## src/rtl/mctw_pkg.sv

```systemverilog
// ----------------------------------------------------------------------------
// mctw_pkg
// Shared widths, types and helpers of the covering window tracker.
// ----------------------------------------------------------------------------
`default_nettype none

package mctw_pkg;

  localparam int MAX_TERMS  = 16;
  localparam int IDX_W      = $clog2(MAX_TERMS);
  localparam int CNT_W      = $clog2(MAX_TERMS + 1);
  localparam int MASK_EXT_W = MAX_TERMS + 1;
  localparam int POS_W      = 32;
  localparam int TERM_W     = 4;
  localparam int TC_W       = 5;

  typedef logic [MAX_TERMS-1:0] mctw_mask_t;

  // One classified word handed from front to back.
  typedef struct packed {
    logic [POS_W-1:0]  position;
    logic [TERM_W-1:0] term;
    logic              first;
    logic              term_ok;
    logic [CNT_W-1:0]  count;
  } mctw_item_t;

  // Clamp the programmed term count into 1..MAX_TERMS.
  function automatic logic [CNT_W-1:0] eff_count(input logic [TC_W-1:0] tc);
    logic [CNT_W-1:0] n;
    if (tc == '0) begin
      n = CNT_W'(1);
    end else if (32'(tc) > MAX_TERMS) begin
      n = CNT_W'(MAX_TERMS);
    end else begin
      n = CNT_W'(tc);
    end
    return n;
  endfunction

  // Mask with the low n bits set.
  function automatic mctw_mask_t need_mask(input logic [CNT_W-1:0] n);
    logic [MASK_EXT_W-1:0] t;
    t = (MASK_EXT_W'(1) << n) - MASK_EXT_W'(1);
    return t[MAX_TERMS-1:0];
  endfunction

endpackage

`default_nettype wire

```

## src/rtl/mctw_front.sv

```systemverilog
// ----------------------------------------------------------------------------
// mctw_front
// Input side: term count register, word classification and queue push.
// ----------------------------------------------------------------------------
`default_nettype none

module mctw_front (
  input  wire                          clk_i,
  input  wire                          rst_ni,
  input  wire                          cfg_valid_i,
  output logic                         cfg_ready_o,
  input  wire [mctw_pkg::TC_W-1:0]     cfg_data_i,
  input  wire                          in_valid_i,
  output logic                         in_stall_o,
  input  wire [mctw_pkg::POS_W-1:0]    position_i,
  input  wire [mctw_pkg::TERM_W-1:0]   term_i,
  input  wire                          first_i,
  input  wire                          q_full_i,
  output logic                         q_push_o,
  output mctw_pkg::mctw_item_t         q_item_o
);
  import mctw_pkg::*;

  logic [TC_W-1:0]  term_count_q;
  logic [CNT_W-1:0] n_eff;

  assign cfg_ready_o = 1'b1;

  always_ff @(posedge clk_i or negedge rst_ni) begin
    if (!rst_ni) begin
      term_count_q <= TC_W'(1);
    end else if (cfg_valid_i && cfg_ready_o) begin
      term_count_q <= cfg_data_i;
    end
  end

  assign n_eff = eff_count(term_count_q);

  assign in_stall_o = q_full_i;
  assign q_push_o   = in_valid_i && !q_full_i;

  always_comb begin
    q_item_o.position = position_i;
    q_item_o.term     = term_i;
    q_item_o.first    = first_i;
    q_item_o.term_ok  = CNT_W'(term_i) < n_eff;  // out-of-range term is not recorded in the store or mask
    q_item_o.count    = n_eff;
  end

endmodule

`default_nettype wire

```

## src/rtl/mctw_queue.sv

```systemverilog
// ----------------------------------------------------------------------------
// mctw_queue
// Two-entry queue of classified words between front and back.
// ----------------------------------------------------------------------------
`default_nettype none

module mctw_queue (
  input  wire                        clk_i,
  input  wire                        rst_ni,
  input  wire                        push_i,
  input  wire mctw_pkg::mctw_item_t  item_i,
  output logic                       full_o,
  input  wire                        pop_i,
  output logic                       valid_o,
  output mctw_pkg::mctw_item_t       item_o
);
  import mctw_pkg::*;

  mctw_item_t  slot_q [2];
  logic        wr_ptr_q, rd_ptr_q;
  logic [1:0]  fill_q;

  assign full_o  = fill_q == 2'd2;
  assign valid_o = fill_q != 2'd0;
  assign item_o  = slot_q[rd_ptr_q];

  always_ff @(posedge clk_i) begin
    if (push_i) begin
      slot_q[wr_ptr_q] <= item_i;
    end
  end

  always_ff @(posedge clk_i or negedge rst_ni) begin
    if (!rst_ni) begin
      wr_ptr_q <= 1'b0;
      rd_ptr_q <= 1'b0;
      fill_q   <= 2'd0;
    end else begin
      if (push_i) wr_ptr_q <= ~wr_ptr_q;
      if (pop_i)  rd_ptr_q <= ~rd_ptr_q;
      case ({push_i, pop_i})
        2'b10:   fill_q <= fill_q + 2'd1;
        2'b01:   fill_q <= fill_q - 2'd1;
        default: fill_q <= fill_q;
      endcase
    end
  end

endmodule

`default_nettype wire

```

## src/rtl/mctw_back.sv

```systemverilog
// ----------------------------------------------------------------------------
// mctw_back
// Execution side: last-seen store, min/max scan, best window and result word.
// ----------------------------------------------------------------------------
`default_nettype none

module mctw_back (
  input  wire                             clk_i,
  input  wire                             rst_ni,
  input  wire                             q_valid_i,
  input  wire mctw_pkg::mctw_item_t       q_item_i,
  output logic                            q_pop_o,
  output logic                            out_valid_o,
  input  wire                             out_stall_i,
  output logic                            found_o,
  output logic [mctw_pkg::POS_W-1:0]      window_start_o,
  output logic [mctw_pkg::POS_W-1:0]      window_end_o
);
  import mctw_pkg::*;

  typedef enum logic [2:0] {
    ST_IDLE, ST_SCAN, ST_DRAIN, ST_DECIDE, ST_EMIT
  } state_e;

  state_e           state_q, state_d;
  mctw_mask_t       mask_q, mask_d, mask_new;
  logic [POS_W-1:0] best_start_q, best_start_d, best_end_q, best_end_d;
  logic             best_valid_q, best_valid_d;
  logic [POS_W-1:0] lo_q, lo_d, hi_q, hi_d;
  logic [IDX_W-1:0] cnt_q, cnt_d;
  logic [CNT_W-1:0] n_q, n_d;
  logic             rd_vld_q, rd_vld_d;
  logic             out_vld_q, out_vld_d;
  logic             found_q, found_d;
  logic [POS_W-1:0] out_start_q, out_start_d, out_end_q, out_end_d;

  // last-seen store
  logic [POS_W-1:0] ls_mem [MAX_TERMS];
  logic [POS_W-1:0] rd_data_q;
  logic             mem_we;

  logic [POS_W-1:0] cand_w, best_w;
  logic             out_free;

  assign q_pop_o  = (state_q == ST_IDLE) && q_valid_i;
  assign mem_we   = q_pop_o && q_item_i.term_ok;
  assign out_free = !out_vld_q || !out_stall_i;
  assign cand_w   = hi_q - lo_q;
  assign best_w   = best_end_q - best_start_q;

  always_ff @(posedge clk_i) begin
    if (mem_we) begin
      ls_mem[q_item_i.term] <= q_item_i.position;
    end
    rd_data_q <= ls_mem[cnt_q];
  end

  always_comb begin
    state_d      = state_q;
    mask_d       = mask_q;
    best_start_d = best_start_q;
    best_end_d   = best_end_q;
    best_valid_d = best_valid_q;
    lo_d         = lo_q;
    hi_d         = hi_q;
    cnt_d        = cnt_q;
    n_d          = n_q;
    rd_vld_d     = 1'b0;
    out_vld_d    = out_vld_q && out_stall_i;
    found_d      = found_q;
    out_start_d  = out_start_q;
    out_end_d    = out_end_q;
    mask_new     = q_item_i.first ? '0 : mask_q;

    // fold the word read last cycle into the running min/max
    if (rd_vld_q) begin
      if (rd_data_q < lo_q) lo_d = rd_data_q;
      if (rd_data_q > hi_q) hi_d = rd_data_q;
    end

    unique case (state_q)
      ST_IDLE: begin
        if (q_valid_i) begin
          if (q_item_i.first) begin
            best_start_d = '0;
            best_end_d   = '1;
            best_valid_d = 1'b0;
          end
          if (q_item_i.term_ok) begin
            mask_new = mask_new | (mctw_mask_t'(1) << q_item_i.term);
          end
          mask_d = mask_new;
          n_d    = q_item_i.count;
          if (q_item_i.term_ok &&
              ((mask_new & need_mask(q_item_i.count)) == need_mask(q_item_i.count))) begin
            cnt_d   = '0;
            lo_d    = '1;
            hi_d    = '0;
            state_d = ST_SCAN;
          end else begin
            state_d = ST_EMIT;
          end
        end
      end
      ST_SCAN: begin
        rd_vld_d = 1'b1;
        if (CNT_W'(cnt_q) == n_q - CNT_W'(1)) begin
          state_d = ST_DRAIN;
        end else begin
          cnt_d = cnt_q + IDX_W'(1);
        end
      end
      ST_DRAIN: begin
        state_d = ST_DECIDE;
      end
      ST_DECIDE: begin
        if (!best_valid_q || (cand_w < best_w)) begin
          best_start_d = lo_q;
          best_end_d   = hi_q;
          best_valid_d = 1'b1;
        end
        state_d = ST_EMIT;
      end
      ST_EMIT: begin
        if (out_free) begin
          out_vld_d   = 1'b1;
          found_d     = best_valid_q;
          out_start_d = best_start_q;
          out_end_d   = best_end_q;
          state_d     = ST_IDLE;
        end
      end
      default: state_d = ST_IDLE;
    endcase
  end

  always_ff @(posedge clk_i or negedge rst_ni) begin
    if (!rst_ni) begin
      state_q      <= ST_IDLE;
      mask_q       <= '0;
      best_start_q <= '0;
      best_end_q   <= '1;
      best_valid_q <= 1'b0;
      rd_vld_q     <= 1'b0;
      out_vld_q    <= 1'b0;
      cnt_q        <= '0;
      n_q          <= CNT_W'(1);
      found_q      <= 1'b0;
      out_start_q  <= '0;
      out_end_q    <= '1;
    end else begin
      state_q      <= state_d;
      mask_q       <= mask_d;
      best_start_q <= best_start_d;
      best_end_q   <= best_end_d;
      best_valid_q <= best_valid_d;
      rd_vld_q     <= rd_vld_d;
      out_vld_q    <= out_vld_d;
      cnt_q        <= cnt_d;
      n_q          <= n_d;
      found_q      <= found_d;
      out_start_q  <= out_start_d;
      out_end_q    <= out_end_d;
    end
  end

  always_ff @(posedge clk_i) begin
    lo_q <= lo_d;
    hi_q <= hi_d;
  end

  assign out_valid_o    = out_vld_q;
  assign found_o        = found_q;
  assign window_start_o = out_start_q;
  assign window_end_o   = out_end_q;

endmodule

`default_nettype wire

```

## src/rtl/minimum_covering_window_tracker_core.sv

```systemverilog
// ----------------------------------------------------------------------------
// minimum_covering_window_tracker_core
// Narrowest text window that holds every query term, tracked over a stream.
//
// Each input word is one occurrence of a query term at a text position. The
// block remembers the last position of every term and, once all term_count
// terms have appeared, checks the window from the oldest last-seen position
// to the newest; the narrowest one wins, ties keep the earlier window. Every
// input word yields exactly one result word carrying the best window so far
// (found low, start 0, end all ones while none exists). first_i clears the
// tracking before its word is handled. Terms at or above the clamped term
// count are ignored but still yield a result. A word that completes coverage
// scans the last-seen store one entry a cycle in ST_SCAN, then passes
// ST_DRAIN and ST_DECIDE to ST_EMIT; any other word goes straight to
// ST_EMIT. A two-word queue sits between the input and the back end, and the
// result register lets the next word start while a result is still stalled.
// The user must write term_count through the configuration port (always
// ready) only while idle; the block itself does not enforce this.
// ----------------------------------------------------------------------------
`default_nettype none

module minimum_covering_window_tracker_core (
  input  wire                          clk_i,
  input  wire                          rst_ni,
  // configuration
  input  wire                          cfg_valid_i,
  output logic                         cfg_ready_o,
  input  wire [mctw_pkg::TC_W-1:0]     cfg_data_i,
  // input words
  input  wire                          in_valid_i,
  output logic                         in_stall_o,
  input  wire [mctw_pkg::POS_W-1:0]    position_i,
  input  wire [mctw_pkg::TERM_W-1:0]   term_i,
  input  wire                          first_i,
  // result words
  output logic                         out_valid_o,
  input  wire                          out_stall_i,
  output logic                         found_o,
  output logic [mctw_pkg::POS_W-1:0]   window_start_o,
  output logic [mctw_pkg::POS_W-1:0]   window_end_o
);
  import mctw_pkg::*;

  logic       q_push, q_full, q_pop, q_valid;
  mctw_item_t q_wr_item, q_rd_item;

  // front: config register, term range check, clamped count
  mctw_front u_front (
    .clk_i       (clk_i),
    .rst_ni      (rst_ni),
    .cfg_valid_i (cfg_valid_i),
    .cfg_ready_o (cfg_ready_o),
    .cfg_data_i  (cfg_data_i),
    .in_valid_i  (in_valid_i),
    .in_stall_o  (in_stall_o),
    .position_i  (position_i),
    .term_i      (term_i),
    .first_i     (first_i),
    .q_full_i    (q_full),
    .q_push_o    (q_push),
    .q_item_o    (q_wr_item)
  );

  // decoupling queue
  mctw_queue u_queue (
    .clk_i   (clk_i),
    .rst_ni  (rst_ni),
    .push_i  (q_push),
    .item_i  (q_wr_item),
    .full_o  (q_full),
    .pop_i   (q_pop),
    .valid_o (q_valid),
    .item_o  (q_rd_item)
  );

  // back: store update, min/max scan, best window, result register
  mctw_back u_back (
    .clk_i          (clk_i),
    .rst_ni         (rst_ni),
    .q_valid_i      (q_valid),
    .q_item_i       (q_rd_item),
    .q_pop_o        (q_pop),
    .out_valid_o    (out_valid_o),
    .out_stall_i    (out_stall_i),
    .found_o        (found_o),
    .window_start_o (window_start_o),
    .window_end_o   (window_end_o)
  );

endmodule

`default_nettype wire

```

## config.mk

```make
export PLATFORM = sky130hd
export DESIGN_NAME = minimum_covering_window_tracker_core
export DESIGN_NICKNAME = d
export VERILOG_FILES = /design/src/rtl/mctw_pkg.sv /design/src/rtl/mctw_front.sv /design/src/rtl/mctw_queue.sv /design/src/rtl/mctw_back.sv /design/src/rtl/minimum_covering_window_tracker_core.sv
export SDC_FILE = /design/constraint.sdc
export NUM_CORES = 1
export LEC_CHECK = 0
export BUFFER_PORTS_ARGS = -buffer_cell sky130_fd_sc_hd__buf_4
export CAP_MARGIN = 25
export CORE_MARGIN = 2
export CORE_UTILIZATION = 50
export CTS_CLUSTER_SIZE = 12
export DETAILED_ROUTE_END_ITERATION = 6
export PLACE_DENSITY = 0.8
export SLEW_MARGIN = 15
export SYNTH_ARGS = -nofsm -noshare
export SYNTH_HDL_FRONTEND = slang
export SYNTH_SLANG_ARGS = --single-unit
```

## constraint.sdc

```tcl
create_clock -name clk_i -period 4.25 [get_ports clk_i]
set_input_delay 0.6375 -clock clk_i [delete_from_list [all_inputs] [get_ports clk_i]]
set_output_delay 0.6375 -clock clk_i [all_outputs]
set_load 0.01 [all_outputs]
```

==> results of run 1 <==
-- what timing repair did --
action,4_1_cts,5_1_grt
pin swaps,20,18
gates cloned,4,2
buffers inserted,6,11
setup endpoints to repair,64,64
gates resized for setup,68,31
-- worst max-delay path, stage by stage, from the launching register on --
cell	delay, ns
dfxtp_2	0.32
inv_2	0.07
ha_4	0.14
inv_2	0.03
fa_2	0.35
a211oi_2	0.24
o211ai_1	0.13
a221oi_2	0.37
a31oi_2	0.21
a21oi_2	0.27
o2111ai_2	0.15
a21o_1	0.23
a21oi_2	0.16
xnor2_1	0.08
ha_1	0.30
nand3_2	0.10
nor3_4	0.16
and3_4	0.22
nand4_1	0.13
o21ai_4	0.23
nand3_4	0.14
buf_6	0.20
clkbuf_16	0.16
a2bb2oi_2	0.13
-- metrics by stage --
step	utilization (%)	power, mW	std cells	instance area, sq um	TNS (ns)
after floorplan	-	12.5	2458	37600	-0.734
after global placement	55.2	13.4	3641	41100	-26.09
after detailed placement	55.2	13.6	3641	41100	-26.92
after CTS	59.6	21.3	3805	44400	-15.25
after global routing	60.1	22.0	3820	44700	-33.84
final	60.1	21.2	3821	44700	-18.30
-- power breakdown --
group,switching (mW),total (mW),internal [mW]
Sequential,0.311,10.6,10.3
Clock,3.17,7.46,4.28
Combinational,2.10,3.17,1.08
Total,5.58,21.2,15.7
-- final timing paths --
kind,to,cells past startpoint
worst max-delay path,u_back.best_end_q[2],23
worst min-delay path,u_back.out_valid_o,1
worst max register to register,u_back.best_end_q[2],23
worst min register to register,u_back.window_start_o[13],2
max in group asynchronous,u_back.best_end_q[30],2
min in group clk_i,u_queue.slot_q[0][30],1
-- area by class of cell --
cell class | instances | area share [%]
clock buffer | 134 | 5.63
clock inverter | 20 | 0.587
antenna | 1 | 0.00560
tap | 969 | 2.71
inverter | 126 | 1.06
multi-input combinational | 1373 | 29.6
timing repair buffer | 335 | 6.33
sequential | 863 | 54.1
-- registers in the layout, summed over array words and instances, names as in the netlist --
| signal | count |
|---|---|
| u_back.best_end_q | 32 |
| u_back.best_start_q | 32 |
| u_back.best_valid_q | 1 |
| u_back.cnt_q | 4 |
| u_back.found_o | 1 |
| u_back.hi_q | 32 |
| u_back.lo_q | 32 |
| u_back.ls_mem | 512 |
| u_back.mask_q | 16 |
| u_back.n_q | 5 |
| u_back.out_valid_o | 1 |
| u_back.rd_data_q | 32 |
| u_back.rd_vld_q | 1 |
| u_back.state_q | 3 |
| u_back.window_end_o | 32 |
| u_back.window_start_o | 32 |
| u_front.term_count_q | 5 |
| u_queue.fill_q | 2 |
| u_queue.rd_ptr_q | 1 |
| u_queue.slot_q | 86 |
| u_queue.wr_ptr_q | 1 |
-- logic make-up (layout without fill, tap and decap cells) --
logic type / after synthesis / count (layout) / synth area share, %
AO/OA/AOI/OAI: 474 / 474 / 8.43
XOR/XNOR: 67 / 67 / 1.56
adder cells (fa/ha/maj): 165 / 165 / 5.53
buffers and inverters: 222 / 615 / 2.38
flip-flops: 863 / 863 / 64.3
multiplexers: 273 / 273 / 12.9
other: 1 / 2 / 0.00997
AND/OR/NAND/NOR: 393 / 393 / 4.89
-- layer usage --
metal | vias to the layer above | part of all wire (%) | GRT usage, %
met4 | 4 | 2.7 | 7.62
met3 | 177 | 6.9 | 3.90
met2 | 962 | 51 | 42.8
met1 | 11665 | 40 | 32.0
li1 | 10184 | - | -
met5 | - | 0.027 | 0
-- cells in the mapped netlist (66+ instances only) --
| library cell | n | share of area [%] |
|---|---|---|
| edfxtp_1 | 598 | 48 |
| ha_1 | 163 | 5.4 |
| mux4_2 | 160 | 9.6 |
| nand2_1 | 146 | 1.5 |
| inv_1 | 125 | 1.2 |
| o21ai_0 | 107 | 1.4 |
| nor2_1 | 105 | 1.0 |
| dfrtp_1 | 103 | 6.9 |
| a21oi_1 | 97 | 1.3 |
| dfxtp_1 | 96 | 5.1 |
| mux2_2 | 73 | 2.2 |
| a21o_1 | 66 | 1.3 |
| dfstp_2 | 66 | 4.6 |
==> results_dict.tcl, run 1 <==
set metrics [dict create \
    leakage_nw 16.9 \
    start_kind "flop" \
    die_x_um 278 \
    reg2reg_slack_ns -0.33 \
    insertion_delay_ns 0.65 \
    grt_overflow 0 \
    end_kind "flop" \
    skew_ns 0.0354 \
    drc 0 \
    vias 22992 \
    cts.clk_slew.worst_paths_ns 0.06 \
    synth_enable_flop_cells 598 \
    first_iter_violations 2138 \
    post-dp-hpwl_um 58300 \
    fmax_mhz 218 \
    via_per_inst 6.02 \
    whs_ns 0.0812 \
    fin_ws_ns -0.332 \
    outcome "complete, but fails checks" \
    synthToLayoutAreaGrowth_pct 18.9 \
    die_height_um 278 \
    maxSlewViolCount 0 \
    layout_commonest_cell "edfxtp_1" \
    r2r-start "u_back.hi_q[0]" \
    multi_input_area_sq_mm 0.0132 \
    yosys_register_bits 863 \
    crit_type "reg2reg" \
    place_congestion 0.909 \
    numCtsBuffers 89 \
    netlist_area_sq_mm 0.0376 \
    max_slew_margin_pct 33.3 \
    ys_async_sr_fraction_pct 19.6 \
    setup_viol 64 \
    cts_buffer_depth 3 \
    antenna_found_initial 3 \
    cts_sinks 863 \
    ant_nets 0 \
    pin_count 115 \
    htree_num_levels 3 \
    firstDrtPassIters 5 \
    drive_above_1_share_pct 30.6 \
    hold_viol 0 \
    vdd_drop_max_uv 361 \
    worstPathArrival_ns 5.12 \
    grt_use_total_pct 24.7 \
    grt_max_degree 97 \
    cp-startpoint "u_back.hi_q[0]" \
    synth.distinct_cells 79 \
    worstHoldPathType "in2async" \
    rows 100 \
    routed_wl_um 95700 \
    grt_pass1_vias 23650 \
    avgSynthCellArea_sq_um 15.3 \
    ys_warn_count 0 \
    max-cap-violations 0 \
    wl_per_cell_um 25.1 \
    hold_buffers 0 \
    initial_core_util_pct 50.5 \
    worstMarginPinSlew_ns 1.00 \
    die_area_sq_mm 0.0774 \
    core_area_sq_mm 0.0744 \
    crit_path_max_fanout 7 \
    cts_tree "done" \
    violations "negative setup slack" \
    netlist_instances 2458 \
    cts_root_buf "clkbuf_16" \
    ff_latch_area_sq_mm 0.0242 \
    synth_fp_nets 2670 \
    yosysSeqAreaShare_pct 64.3 \
    crit_required_ns 4.79 \
    powerDensity_mw_per_mm2 475 \
    grt_first_pass_wirelength_um 145000 \
    finalCriticalPeriod_ns 4.58 \
    nets 3000 \
    io_buffers 113 \
    fill_cells 5258 \
    finalCritPeriodShare_pct 108 \
    synth-main-ff-cell "edfxtp_1" \
    preCtsSetupSlack_ns -0.470 \
    rsz0062_at_grt "true" \
    layout_common_cells "edfxtp_1, buf_4, ha_1" \
]
(Power assumes the default switching activity.)
==> run 2, diff against run 1 <==
BUFFER_PORTS_ARGS = not set   (was -buffer_cell sky130_fd_sc_hd__buf_4)
DONT_BUFFER_PORTS = 1   (was not set)
PLACE_DENSITY = 0.79   (was 0.8)
==> run 2 against run 1 <==
The run ends with negative hold slack, negative setup slack left. Via count fell by 1.4%. Clock-buffer cell count fell by 13. Worst hold slack got worse by 0.38 ns. Flip-flop and latch count did not move. Power fell by 1.7%. Sequential power barely moved. Critical path depth did not move. Clock power fell by 3.2%. Non-clock buffer count fell by 99. Register-to-register slack got worse by 0.03 ns. Core utilization fell by 1.5 points. Largest power group unchanged.
==> results_dict.tcl, run 2 (synthesis gave the netlist of run 1 again) <==
set metrics [dict create \
    outcome "complete, but fails checks" \
    violations "negative hold slack, negative setup slack" \
    top_regs "u_back.ls_mem (512), u_queue.slot_q (86)" \
    cts.clk_slew.worst_paths_ns 0.06 \
    insertion_delay_ns 0.65 \
    maxSlewViolCount 0 \
    vdd_drop_max_uv 373 \
    layout_common_cells "edfxtp_1, buf_4, ha_1" \
    io_buffers 0 \
    htree_num_levels 3 \
    antenna_cells 0 \
    reg2reg_slack_ns -0.37 \
    routed_wl_um 93700 \
    place_area_sq_mm 0.0403 \
    max_slew_margin_pct 33.7 \
    largest-register "u_back.ls_mem" \
    cts_tree "done" \
    rows 100 \
    numCtsBuffers 87 \
    powerDensity_mw_per_mm2 479 \
    cts_buffer_depth 3 \
    crit_path_max_fanout 30 \
    post-dp-hpwl_um 58600 \
    finalCriticalPeriod_ns 4.62 \
    die_x_um 278 \
    drive_above_1_share_pct 27.4 \
    whs_ns -0.303 \
    core_area_sq_mm 0.0744 \
    r2r-start "u_back.hi_q[0]" \
    synthToLayoutAreaGrowth_pct 15.9 \
    end_kind "flop" \
    fmax_mhz 217 \
    setup_viol 64 \
    grt_first_pass_wirelength_um 142000 \
    layout_commonest_cell "edfxtp_1" \
    stdcell_count 3710 \
    largest_reg_flops 512 \
    worstPathArrival_ns 5.16 \
    grt_pass1_vias 23377 \
    drc 0 \
    dp_cells 3546 \
    fin_area_sq_mm 0.0436 \
    die_height_um 278 \
    worstReg2RegEnd "u_back.best_start_q[25]" \
    leakage_nw 16.3 \
    initial_core_util_pct 50.5 \
    cts_sinks 863 \
    skew_ns 0.0215 \
    die_area_sq_mm 0.0774 \
    rsz0062_at_grt "true" \
    fin_ws_ns -0.366 \
    ant_nets 0 \
    place_congestion 0.936 \
    grt_max_degree 170 \
    antenna_found_initial 3 \
    finalPower_mw 20.9 \
    worstMarginPinSlew_ns 0.994 \
    ff2ff_path_depth 23 \
    crit_required_ns 4.80 \
    via_per_inst 6.11 \
    nets 2899 \
    grt_overflow 0 \
    cts_root_buf "clkbuf_16" \
    start_kind "flop" \
    grt_use_total_pct 24.3 \
    wl_per_cell_um 25.3 \
    pin_count 115 \
    max-cap-violations 0 \
    finalCritPeriodShare_pct 109 \
    worstHoldPathType "in2async" \
    crit_type "reg2reg" \
    hold_viol 169 \
    first_iter_violations 1950 \
    vias 22664 \
    firstDrtPassIters 5 \
]
run 2: metal layers:
layer / part of all wire [%] / track usage, % / up-vias
met1: 41 / 32.4 / 11528
met4: 2.8 / 6.97 / 2
li1: - / - / 9980
met2: 50 / 41.1 / 964
met5: 0.014 / 0 / -
met3: 6.8 / 4.28 / 190
run 2: worst max-delay path, stage by stage (launching register included):
cell      delay [ns]
dfxtp_2         0.32
inv_2           0.07
ha_4            0.14
inv_2           0.03
fa_2            0.34
a211oi_2        0.27
o211ai_1        0.18
a221oi_2        0.34
a31oi_2         0.21
buf_4           0.19
nor3_2          0.16
nor2_1          0.10
o21ai_0         0.16
a22oi_1         0.11
ha_1            0.33
a21o_1          0.17
a21o_1          0.17
a21o_1          0.17
a21o_1          0.17
a21oi_1         0.16
o21ai_2         0.13
and2_1          0.21
buf_12          0.18
o22ai_1         0.18
run 2: worst max-delay path by stage:
stage | end | depth (start not counted) | start | slack (ns)
2_1_floorplan | u_back.best_start_q[10] | 22 | u_back.hi_q[0] | -0.04
3_3_place_gp | u_back.best_start_q[27] | 23 | u_back.hi_q[0] | -0.48
3_5_place_dp | u_back.best_start_q[29] | 23 | u_back.hi_q[0] | -0.43
4_1_cts | u_back.best_end_q[31] | 23 | u_back.hi_q[0] | -0.28
5_1_grt | u_back.best_start_q[30] | 22 | u_back.hi_q[0] | -0.56
6_report | u_back.best_start_q[25] | 23 | u_back.hi_q[0] | -0.37
run 2: per-stage QoR:
step / hold WS, ns / setup WS, ns / TNS [ns] / utilization [%]
after global routing: -0.340 / -0.563 / -34.42 / 58.5
final: -0.303 / -0.366 / -21.19 / 58.5
after detailed placement: 0.352 / -0.426 / -24.13 / 54.2
after CTS: -0.337 / -0.280 / -13.22 / 58.2
after floorplan: 0.342 / -0.0367 / -0.734 / -
after global placement: 0.353 / -0.480 / -29.90 / 54.2
run 2: final cells by class:
cell class,count,area [sq um]
multi-input cells,1373,13100
fillers,5400,30900
well taps,969,1210
clock buffers,121,2370
flip-flops and latches,863,24200
repair buffers,236,2000
inverters,126,473
clock inverters,22,265
run 2: where the power goes:
part	total (mW)	internal [mW]	switching (mW)
Sequential	10.6	10.3	0.320
Combinational	3.05	1.02	2.03
Clock	7.22	4.02	3.19
run 2: what timing repair did:
action	4_1_cts	5_1_grt
hold endpoints to repair	169	169
gates resized for setup	50	28
cloned	2	3
endpoints found under the setup margin	64	64
pin swaps	15	19
buffers inserted	11	6
